**src/hdl/pic_pkg.sv**
```systemverilog
`timescale 1ns / 1ps
// ----------------------------------------------------------------------------
// pic_pkg
// Shared widths, register indexes, reset values and the control/status
// structs for the pulse interval capture block.
// ----------------------------------------------------------------------------
package pic_pkg;

   localparam int COUNTER_WIDTH_DEF = 16;

   localparam int CNT_W    = 16;
   localparam int WORD_W   = 32;
   localparam int RELOAD_W = 16;
   localparam int PRESC_W  = 17;
   localparam int TPU_W    = 8;
   localparam int BSIZE_W  = 16;

   localparam int CSR_IDX_W  = 3;
   localparam int CSR_DATA_W = 32;

   localparam logic [CSR_IDX_W-1:0] REG_RELOAD   = 3'd0;
   localparam logic [CSR_IDX_W-1:0] REG_PRESCALE = 3'd1;
   localparam logic [CSR_IDX_W-1:0] REG_TPU      = 3'd2;
   localparam logic [CSR_IDX_W-1:0] REG_WINDOW   = 3'd3;
   localparam logic [CSR_IDX_W-1:0] REG_BUF_EN   = 3'd4;
   localparam logic [CSR_IDX_W-1:0] REG_BUF_SIZE = 3'd5;

   localparam logic [RELOAD_W-1:0] RST_RELOAD   = 16'd65535;
   localparam logic [PRESC_W-1:0]  RST_PRESCALE = 17'd72;
   localparam logic [TPU_W-1:0]    RST_TPU      = 8'd72;
   localparam logic [WORD_W-1:0]   RST_WINDOW   = 32'd1000000;
   localparam logic                RST_BUF_EN   = 1'b1;
   localparam logic [BSIZE_W-1:0]  RST_BUF_SIZE = 16'd256;

   localparam int REQ_TDATA_W = 40;
   localparam int RSP_TDATA_W = 88;
   localparam int RSP_TUSER_W = 3;

   localparam logic OP_OVERFLOW = 1'b0;
   localparam logic OP_EDGE     = 1'b1;

   localparam int DIV_STEPS = 32;
   localparam int DIV_CNT_W = $clog2(DIV_STEPS);

   typedef struct packed {
      logic load;
      logic arm;
      logic ovf_upd;
      logic mul1;
      logic raw;
      logic mul2;
      logic div_step;
      logic commit;
   } pic_cmd_type;

   typedef struct packed {
      logic opcode;
      logic armed;
      logic finished;
      logic window_pass;
      logic out_free;
   } pic_stat_type;

endpackage

```
**src/hdl/pic_ctrl.sv**
```systemverilog
`timescale 1ns / 1ps
// ----------------------------------------------------------------------------
// pic_ctrl
// Sequencer for the capture block: decodes each event and steps the
// datapath through raw count, scaling multiply, serial divide and write-out.
// ----------------------------------------------------------------------------
module pic_ctrl
   import pic_pkg::*;
(
   input  logic         clock,
   input  logic         reset,
   input  logic         req_tvalid,
   output logic         req_tready,
   input  pic_stat_type stat,
   output pic_cmd_type  cmd
);

   localparam logic [2:0] S_IDLE   = 3'd0;
   localparam logic [2:0] S_DECODE = 3'd1;
   localparam logic [2:0] S_RAW    = 3'd2;
   localparam logic [2:0] S_MUL    = 3'd3;
   localparam logic [2:0] S_DIV    = 3'd4;
   localparam logic [2:0] S_OVCHK  = 3'd5;
   localparam logic [2:0] S_WRITE  = 3'd6;

   localparam logic [DIV_CNT_W-1:0] DIV_LAST = DIV_CNT_W'(DIV_STEPS - 1);

   logic [2:0]           state_ff, state_in;
   logic [DIV_CNT_W-1:0] cnt_ff, cnt_in;

   assign req_tready = (state_ff == S_IDLE);

   always_comb begin
      state_in = state_ff;
      cnt_in   = cnt_ff;
      cmd      = '0;
      case (state_ff)
         S_IDLE: begin
            if (req_tvalid) begin
               cmd.load = 1'b1;
               state_in = S_DECODE;
            end
         end
         S_DECODE: begin
            if (stat.finished) begin
               state_in = S_IDLE;
            end else if (stat.opcode == OP_OVERFLOW) begin
               if (stat.armed) begin
                  cmd.ovf_upd = 1'b1;
                  state_in    = S_OVCHK;
               end else begin
                  state_in = S_IDLE;
               end
            end else if (!stat.armed) begin
               cmd.arm  = 1'b1;
               state_in = S_IDLE;
            end else begin
               cmd.mul1 = 1'b1;
               state_in = S_RAW;
            end
         end
         S_RAW: begin
            cmd.raw  = 1'b1;
            state_in = S_MUL;
         end
         S_MUL: begin
            cmd.mul2 = 1'b1;
            cnt_in   = '0;
            state_in = S_DIV;
         end
         S_DIV: begin
            cmd.div_step = 1'b1;
            cnt_in       = cnt_ff + 1'b1;
            if (cnt_ff == DIV_LAST) begin
               state_in = S_WRITE;
            end
         end
         S_OVCHK: begin
            state_in = stat.window_pass ? S_WRITE : S_IDLE;
         end
         S_WRITE: begin
            if (stat.out_free) begin
               cmd.commit = 1'b1;
               state_in   = S_IDLE;
            end
         end
         default: begin
            state_in = S_IDLE;
         end
      endcase
   end

   always_ff @(posedge clock) begin
      if (reset) begin
         state_ff <= S_IDLE;
         cnt_ff   <= '0;
      end else begin
         state_ff <= state_in;
         cnt_ff   <= cnt_in;
      end
   end

endmodule

```
**src/hdl/pic_datapath.sv**
```systemverilog
`timescale 1ns / 1ps
// ----------------------------------------------------------------------------
// pic_datapath
// Configuration registers, capture state, interval arithmetic with a
// radix-2 restoring divider, and the result register.
// ----------------------------------------------------------------------------
module pic_datapath
   import pic_pkg::*;
#(
   parameter int COUNTER_WIDTH = COUNTER_WIDTH_DEF
) (
   input  logic                   clock,
   input  logic                   reset,
   input  pic_cmd_type            cmd,
   output pic_stat_type           stat,
   input  logic                   csr_wr_en,
   input  logic [CSR_IDX_W-1:0]   csr_index,
   input  logic [CSR_DATA_W-1:0]  csr_wdata,
   input  logic [REQ_TDATA_W-1:0] req_tdata,
   input  logic                   req_tuser,
   output logic                   rsp_tvalid,
   input  logic                   rsp_tready,
   output logic [RSP_TDATA_W-1:0] rsp_tdata,
   output logic [RSP_TUSER_W-1:0] rsp_tuser
);

   localparam logic [WORD_W:0]   MASK_WIDE = (33'd1 << COUNTER_WIDTH) - 33'd1;
   localparam logic [WORD_W-1:0] CNT_MASK  = MASK_WIDE[WORD_W-1:0];

   // configuration
   logic [RELOAD_W-1:0] reload_ff;
   logic [PRESC_W-1:0]  presc_ff;
   logic [TPU_W-1:0]    tpu_ff;
   logic [WORD_W-1:0]   window_ff;
   logic                buf_en_ff;
   logic [BSIZE_W-1:0]  buf_size_ff;

   // capture state
   logic              armed_ff, finished_ff;
   logic [CNT_W-1:0]  last_ff, ovf_ff, start_ff, icount_ff;
   logic [WORD_W-1:0] elapsed_ff;

   // event latch
   logic             opcode_ff, pin_ff;
   logic [CNT_W-1:0] cap_ff, now_ff;

   // arithmetic
   logic [WORD_W-1:0]  prod1_ff, raw_ff, dvq_ff;
   logic [TPU_W-1:0]   rem_ff;
   logic [TPU_W:0]     trial;
   logic               trial_ge;
   logic [PRESC_W+WORD_W-1:0] prod2;
   logic [WORD_W-1:0]  cap32, last32, raw_in;

   // result register
   logic                   out_valid_ff;
   logic [RSP_TDATA_W-1:0] out_data_ff;
   logic [RSP_TUSER_W-1:0] out_user_ff;

   // window test
   logic [WORD_W-1:0] span;
   logic              window_pass;

   // commit decisions
   logic store, ends;
   logic [RSP_TDATA_W-1:0] data_in;
   logic [RSP_TUSER_W-1:0] user_in;

   always_comb begin
      if (elapsed_ff != '0) begin
         span = elapsed_ff - {16'd0, start_ff};
      end else begin
         span = {16'd0, now_ff} - {16'd0, start_ff};
      end
      window_pass = (span > window_ff);
   end

   assign stat.opcode      = opcode_ff;
   assign stat.armed       = armed_ff;
   assign stat.finished    = finished_ff;
   assign stat.window_pass = window_pass;
   assign stat.out_free    = !out_valid_ff || rsp_tready;

   assign cap32  = {16'd0, cap_ff};
   assign last32 = {16'd0, last_ff};

   always_comb begin
      if (ovf_ff != '0) begin
         raw_in = cap32 + prod1_ff - last32;
      end else begin
         raw_in = (cap32 - last32) & CNT_MASK;
      end
   end

   assign prod2    = (PRESC_W+WORD_W)'(raw_ff) * (PRESC_W+WORD_W)'(presc_ff);
   assign trial    = {rem_ff, dvq_ff[WORD_W-1]};
   assign trial_ge = (trial >= {1'b0, tpu_ff});

   always_comb begin
      store   = buf_en_ff && (icount_ff < buf_size_ff);
      ends    = (buf_en_ff && (icount_ff >= buf_size_ff)) || window_pass;
      data_in = '0;
      user_in = '0;
      if (opcode_ff == OP_OVERFLOW) begin
         user_in[2]     = 1'b1;
         data_in[80:65] = icount_ff;
      end else begin
         data_in[47:16] = dvq_ff;
         if (store) begin
            user_in[0]     = 1'b1;
            data_in[15:0]  = icount_ff;
         end
         if (ends) begin
            user_in[2]     = 1'b1;
            data_in[80:65] = icount_ff;
         end else begin
            user_in[1]     = 1'b1;
            data_in[48]    = pin_ff;
            data_in[64:49] = icount_ff;
         end
      end
   end

   // configuration writes
   always_ff @(posedge clock) begin
      if (reset) begin
         reload_ff   <= RST_RELOAD;
         presc_ff    <= RST_PRESCALE;
         tpu_ff      <= RST_TPU;
         window_ff   <= RST_WINDOW;
         buf_en_ff   <= RST_BUF_EN;
         buf_size_ff <= RST_BUF_SIZE;
      end else if (csr_wr_en) begin
         case (csr_index)
            REG_RELOAD:   reload_ff   <= csr_wdata[RELOAD_W-1:0];
            REG_PRESCALE: presc_ff    <= csr_wdata[PRESC_W-1:0];
            REG_TPU:      tpu_ff      <= csr_wdata[TPU_W-1:0];
            REG_WINDOW:   window_ff   <= csr_wdata[WORD_W-1:0];
            REG_BUF_EN:   buf_en_ff   <= csr_wdata[0];
            REG_BUF_SIZE: buf_size_ff <= csr_wdata[BSIZE_W-1:0];
            default: begin
            end
         endcase
      end
   end

   // capture state
   always_ff @(posedge clock) begin
      if (reset) begin
         armed_ff    <= 1'b0;
         finished_ff <= 1'b0;
         last_ff     <= '0;
         ovf_ff      <= '0;
         start_ff    <= '0;
         icount_ff   <= '0;
         elapsed_ff  <= '0;
      end else begin
         if (cmd.arm) begin
            armed_ff   <= 1'b1;
            last_ff    <= cap_ff;
            start_ff   <= now_ff;
            ovf_ff     <= '0;
            elapsed_ff <= '0;
         end
         if (cmd.ovf_upd) begin
            ovf_ff     <= ovf_ff + 1'b1;
            elapsed_ff <= elapsed_ff + {16'd0, reload_ff};
         end
         if (cmd.commit) begin
            if (opcode_ff == OP_OVERFLOW || ends) begin
               finished_ff <= 1'b1;
            end else begin
               icount_ff <= icount_ff + 1'b1;
               last_ff   <= cap_ff;
               ovf_ff    <= '0;
            end
         end
      end
   end

   // event latch and arithmetic
   always_ff @(posedge clock) begin
      if (cmd.load) begin
         opcode_ff <= req_tuser;
         cap_ff    <= req_tdata[15:0];
         now_ff    <= req_tdata[31:16];
         pin_ff    <= req_tdata[32];
      end
      if (cmd.mul1) begin
         prod1_ff <= WORD_W'(reload_ff) * WORD_W'(ovf_ff);
      end
      if (cmd.raw) begin
         raw_ff <= raw_in;
      end
      if (cmd.mul2) begin
         dvq_ff <= prod2[WORD_W-1:0];
         rem_ff <= '0;
      end else if (cmd.div_step) begin
         dvq_ff <= {dvq_ff[WORD_W-2:0], trial_ge};
         rem_ff <= trial_ge ? TPU_W'(trial - {1'b0, tpu_ff}) : trial[TPU_W-1:0];
      end
   end

   // result register
   always_ff @(posedge clock) begin
      if (reset) begin
         out_valid_ff <= 1'b0;
      end else if (cmd.commit) begin
         out_valid_ff <= 1'b1;
      end else if (rsp_tready) begin
         out_valid_ff <= 1'b0;
      end
   end

   always_ff @(posedge clock) begin
      if (cmd.commit) begin
         out_data_ff <= data_in;
         out_user_ff <= user_in;
      end
   end

   assign rsp_tvalid = out_valid_ff;
   assign rsp_tdata  = out_data_ff;
   assign rsp_tuser  = out_user_ff;

endmodule

```
**src/hdl/pulse_interval_capture.sv**
```systemverilog
`timescale 1ns / 1ps
// ----------------------------------------------------------------------------
// pulse_interval_capture
// Edge-to-edge interval meter for one capture channel. Bridges counter
// overflows with the reload value and converts intervals to microseconds.
// ----------------------------------------------------------------------------
// Sequence: a measuring edge passes decode, raw count, multiply, 32 divide
//   steps and write-out after acceptance; an ending overflow passes decode,
//   the window check and write-out; silent events end in decode or the check.
// Flow: one event at a time; the next event is accepted only once the last
//   one is done. The result register frees the next accept.
// Reset: synchronous; clears capture state and loads register defaults.
// ----------------------------------------------------------------------------
module pulse_interval_capture
   import pic_pkg::*;
#(
   parameter int COUNTER_WIDTH = COUNTER_WIDTH_DEF
) (
   input  logic                   clock,
   input  logic                   reset,
   input  logic                   csr_wr_en,
   input  logic [CSR_IDX_W-1:0]   csr_index,
   input  logic [CSR_DATA_W-1:0]  csr_wdata,
   input  logic                   req_tvalid,
   output logic                   req_tready,
   // capture_value, counter_now, pin_level, zero pad
   input  logic [REQ_TDATA_W-1:0] req_tdata,
   // opcode
   input  logic                   req_tuser,
   output logic                   rsp_tvalid,
   input  logic                   rsp_tready,
   // store_index, interval_us, sample_level, sample_index, final_count, zero pad
   output logic [RSP_TDATA_W-1:0] rsp_tdata,
   // store_valid, sample_valid, done_res
   output logic [RSP_TUSER_W-1:0] rsp_tuser
);

   pic_cmd_type  cmd;
   pic_stat_type stat;

   pic_ctrl u_ctrl (
      .clock      (clock),
      .reset      (reset),
      .req_tvalid (req_tvalid),
      .req_tready (req_tready),
      .stat       (stat),
      .cmd        (cmd)
   );

   pic_datapath #(
      .COUNTER_WIDTH (COUNTER_WIDTH)
   ) u_datapath (
      .clock      (clock),
      .reset      (reset),
      .cmd        (cmd),
      .stat       (stat),
      .csr_wr_en  (csr_wr_en),
      .csr_index  (csr_index),
      .csr_wdata  (csr_wdata),
      .req_tdata  (req_tdata),
      .req_tuser  (req_tuser),
      .rsp_tvalid (rsp_tvalid),
      .rsp_tready (rsp_tready),
      .rsp_tdata  (rsp_tdata),
      .rsp_tuser  (rsp_tuser)
   );

endmodule

```
**config.mk**
```make
export PLATFORM = sky130hd
export DESIGN_NAME = pulse_interval_capture
export DESIGN_NICKNAME = d
export VERILOG_FILES = /design/src/hdl/pic_pkg.sv /design/src/hdl/pic_ctrl.sv /design/src/hdl/pic_datapath.sv /design/src/hdl/pulse_interval_capture.sv
export SDC_FILE = /design/constraint.sdc
export NUM_CORES = 2
export LEC_CHECK = 0
export BUFFER_PORTS_ARGS = -buffer_cell sky130_fd_sc_hd__buf_2
export CORE_MARGIN = 3
export CORE_UTILIZATION = 53
export CTS_BUF_LIST = sky130_fd_sc_hd__clkbuf_16
export DETAILED_ROUTE_END_ITERATION = 10
export PLACE_DENSITY = 0.7
export SLEW_MARGIN = 10
export SYNTH_ARGS = -nofsm -noshare
export SYNTH_HDL_FRONTEND = slang
export SYNTH_SLANG_ARGS = --single-unit
```
**constraint.sdc**
```tcl
create_clock -name clock -period 11.48 [get_ports clock]
set_clock_uncertainty 0.05 [all_clocks]
set_input_delay 1.148 -clock clock [delete_from_list [all_inputs] [get_ports clock]]
set_output_delay 1.148 -clock clock [all_outputs]
set_load 0.02 [all_outputs]
```
==> results.json <==
{
  "status": "completed",
  "via_per_inst": 5.571,
  "ios": 174,
  "power.switching_mw": 2.979,
  "synth-edff-count": 214,
  "syn_area_mm2": 0.04338,
  "cp_data_arrival_time_ps": 7770,
  "critPathLaunch": "u_datapath.reload_ff[12]",
  "path_clk_slew_ps": 60,
  "dieWidth_um": 292.1,
  "gr-total-overflow": 0,
  "routed_wl_um": 109300,
  "rows": 104,
  "dp.cells": 5897,
  "hold_start": "u_datapath.start_ff[1]",
  "max_freq_mhz": 133.7,
  "crit_path_top_delay_cell": "dfxtp_1",
  "port_buffers": 159,
  "cts_tree": "built",
  "root_buffer": "clkbuf_16",
  "antenna_found_initial": 3,
  "initial_utilization_pct": 53.69,
  "critPathMaxStageDelay_ps": 780,
  "grt_max_degree": 78,
  "required_ps": 11770,
  "drive_gt1_share_pct": 7.450,
  "crit_buf_inv": 4,
  "grt_util_all_layers_pct": 25.76,
  "intPower_mw": 4.091,
  "fin_util_pct": 57.92,
  "critPathKind": "reg -> reg",
  "htree_levels": 2,
  "crit_top_cell": "fa_1",
  "ff2ff_setup_slack_ps": 4000,
  "fp.dieArea_mm2": 0.08532,
  "cts_resized": 0,
  "ys_async_sr_fraction_pct": 0,
  "crit_family": "adder cells",
  "crit-reg2reg-launch": "u_datapath.reload_ff[12]",
  "yosysWarnings": 0,
  "final_cells": 5992,
  "comb_power_share_pct": 49.8,
  "ys_seq_area_share_pct": 24.27,
  "vdd_drop_max_uv": 246.3,
  "drv_cap": 0,
  "synth_top_family_by_area": "adder cells",
  "final.min_clock_period_ps": 7478,
  "hold_path.class": "reg -> reg",
  "cts_hold_buf": 0,
  "area_delta_synth_final_pct": 7.894,
  "fin_crit_sh_pct": 65.14,
  "yosys.area_share.simple_pct": 17.65,
  "synth_xor_area_share_pct": 2.907,
  "power.leakage_nw": 21.12,
  "synth_compound_area_share_pct": 10.63,
  "hpwl_um": 83420,
  "clk_latency_ps": 610,
  "setup-tns-final_ps": 0,
  "startpoint_type": "flop",
  "synthMuxAreaShare_pct": 1.015,
  "clk_path_buf_depth": 3,
  "setup_viol_count_final": 0,
  "seqPwrFrac_pct": 26.9,
  "path_cells": "buf_4 -> nand2_1 -> fa_1 -> fa_1 -> fa_1 -> inv_1 -> fa_1 -> fa_1 -> inv_1 -> fa_1 -> inv_1 -> ha_1 -> a211o_1 -> a21oi_1 -> nand2b_1 -> o311ai_0 -> o31ai_1 -> a31oi_1 -> o311ai_0 -> a21oi_1 -> xnor2_1",
  "synth_fa_ha_area_share_pct": 34.04,
  "cts_made_buffers": 48,
  "critPathMaxFanout": 11,
  "synth_ff_type": "edfxtp_1",
  "drv_slew": 0,
  "clock_sinks": 419,
  "tightest_slew_ps": 1133,
  "core_mm2": 0.08081,
  "slew_headroom_pct": 24.47,
  "final_nets": 5828,
  "ys_seq_elements": 419,
  "p_sw_share_pct": 42.14,
  "dr.pass1.iters": 5,
  "final_antenna_net_count": 0,
  "grt_pass1_wl_um": 176500,
  "syn_avg_cell_area_um2": 8.963,
  "end_kind": "flop",
  "grt_pass1_vias": 33530,
  "p_clk_share_pct": 23.4,
  "rsz0062_at_grt": "false",
  "postCtsSetupBuffers": 0,
  "globalplace.congestion": 0.9136,
  "synthCells": 4840,
  "die_h_um": 292.1,
  "wl_per_cell_um": 18.24,
  "vias": 33380,
  "ys_types": 80,
  "power.density_mw_per_mm2": 151.1,
  "first_iter_violations": 2065,
  "drcViolationCount": 0,
  "hold_violations": 0
}
## sequential cells by signal (all words and copies together), names as in the netlist, 3 cells and up
| register | cells |
|---|---|
| u_datapath.rsp_tdata | 81 |
| u_datapath.dvq_ff | 32 |
| u_datapath.elapsed_ff | 32 |
| u_datapath.prod1_ff | 32 |
| u_datapath.raw_ff | 32 |
| u_datapath.window_ff | 32 |
| u_datapath.presc_ff | 17 |
| u_datapath.buf_size_ff | 16 |
| u_datapath.cap_ff | 16 |
| u_datapath.icount_ff | 16 |
| u_datapath.last_ff | 16 |
| u_datapath.now_ff | 16 |
| u_datapath.ovf_ff | 16 |
| u_datapath.reload_ff | 16 |
| u_datapath.start_ff | 16 |
| u_datapath.rem_ff | 8 |
| u_datapath.tpu_ff | 8 |
| u_ctrl.cnt_ff | 5 |
| u_ctrl.state_ff | 3 |
| u_datapath.rsp_tuser | 3 |
## layout by cell type, fill, tap and decap left out, types with 37 or more instances in the layout
cell type,Yosys,layout
a21o_1,47,47
a21oi_1,235,234
clkbuf_16,0,50
o21ai_0,120,120
edfxtp_1,214,214
and2_1,342,341
buf_2,7,158
nor2b_1,39,39
nor3_1,55,53
nand3_1,65,64
inv_1,861,866
o211ai_1,40,40
nand2_1,728,728
nor2_1,160,158
xnor2_1,98,98
dfxtp_1,205,205
xor2_1,46,46
buf_4,8,53
fa_1,534,534
o31ai_1,38,38
o21a_1,37,37
ha_1,326,326
## layer usage
layer | up-vias | track usage (%) | part of all wire, %
li1 | 15620 | - | -
met1 | 16460 | 32.75 | 41
met2 | 1055 | 44.87 | 49
met3 | 243 | 3.810 | 6.5
met4 | 0 | 9.171 | 3.7
met5 | - | 0 | 0
## cell usage after synthesis, types with 8 or more instances
master | n | area (µm²)
nand3_1 | 65 | 325.3
xnor2_1 | 98 | 858.3
buf_1 | 10 | 37.54
o21bai_1 | 14 | 105.1
nor2b_1 | 39 | 244.0
a211oi_1 | 31 | 232.7
nor3_1 | 55 | 275.3
dfxtp_1 | 205 | 4104
edfxtp_1 | 214 | 6426
xor2_1 | 46 | 402.9
o21a_1 | 37 | 277.8
nand2_1 | 728 | 2733
o21ai_0 | 120 | 600.6
or2_2 | 23 | 143.9
o31ai_1 | 38 | 285.3
o2111ai_1 | 20 | 175.2
inv_1 | 861 | 3232
and3_1 | 29 | 181.4
nand2b_1 | 25 | 156.4
a21boi_0 | 12 | 90.09
o41ai_1 | 11 | 96.34
ha_1 | 326 | 4079
nor2_1 | 160 | 600.6
o211ai_1 | 40 | 300.3
or3_1 | 32 | 200.2
a21o_1 | 47 | 352.8
a31oi_1 | 23 | 143.9
a21oi_1 | 235 | 1176
o311ai_0 | 13 | 113.9
nor4_1 | 15 | 93.84
nand4_1 | 23 | 143.9
mux2_2 | 16 | 180.2
buf_4 | 8 | 60.06
mux2i_1 | 26 | 260.3
clkbuf_1 | 193 | 724.4
fa_1 | 534 | 10690
and2_1 | 342 | 2140
## area by class of cell
class | instances | area, µm²
clock buffer | 50 | 1251
antenna | 6 | 15.01
multi-input combinational | 3346 | 28810
tap | 1060 | 1326
timing repair buffer | 211 | 1189
sequential | 419 | 10530
inverter | 861 | 3234
clock inverter | 39 | 446.7
fill | 7147 | 34000
## metrics by stage
step	worst slack [ps]	power [mW]	area, µm²	hold WS (ps)
after detailed placement	4199	5.415	45090	396.7
after CTS	4117	7.094	46790	404.8
after global routing	3663	7.607	46790	421.3
final	4002	7.070	46810	401.7
after floorplan	5066	4.505	43400	377.1
after global placement	4236	5.333	45090	391.5
## power groups by stage
stage	clock, mW	combinational, mW	sequential (mW)
2_1_floorplan	0	2.65	1.85
3_3_place_gp	0	3.41	1.93
3_5_place_dp	0	3.49	1.93
4_1_cts	1.68	3.51	1.90
5_1_grt	1.74	3.96	1.91
6_report	1.65	3.52	1.90
## worst reg2reg max path, cell delays in order (launching register included)
cell      delay, ps
dfxtp_1         780
buf_4           300
nand2_1          90
fa_1            550
fa_1            520
fa_1            510
inv_1            50
fa_1            510
fa_1            510
inv_1            50
fa_1            480
inv_1            40
ha_1            350
a211o_1         280
a21oi_1         190
nand2b_1        100
o311ai_0        750
o31ai_1         230
a31oi_1         380
o311ai_0        200
a21oi_1         200
xnor2_1          80
## logic make-up after synthesis
family | after synthesis
buf+inv | 1081
xor+xnor | 144
fa+ha+maj | 860
simple gates | 1582
mux | 42
other cells | 1
flops | 419
compound gates | 711
## final timing paths
kind                             endpoint  cells past startpoint
hold reg to reg    u_datapath.start_ff[1]                      2
setup reg to reg  u_datapath.prod1_ff[30]                     21
setup / recovery  u_datapath.prod1_ff[30]                     21
hold / removal     u_datapath.start_ff[1]                      2
(Power assumes the default switching activity.)
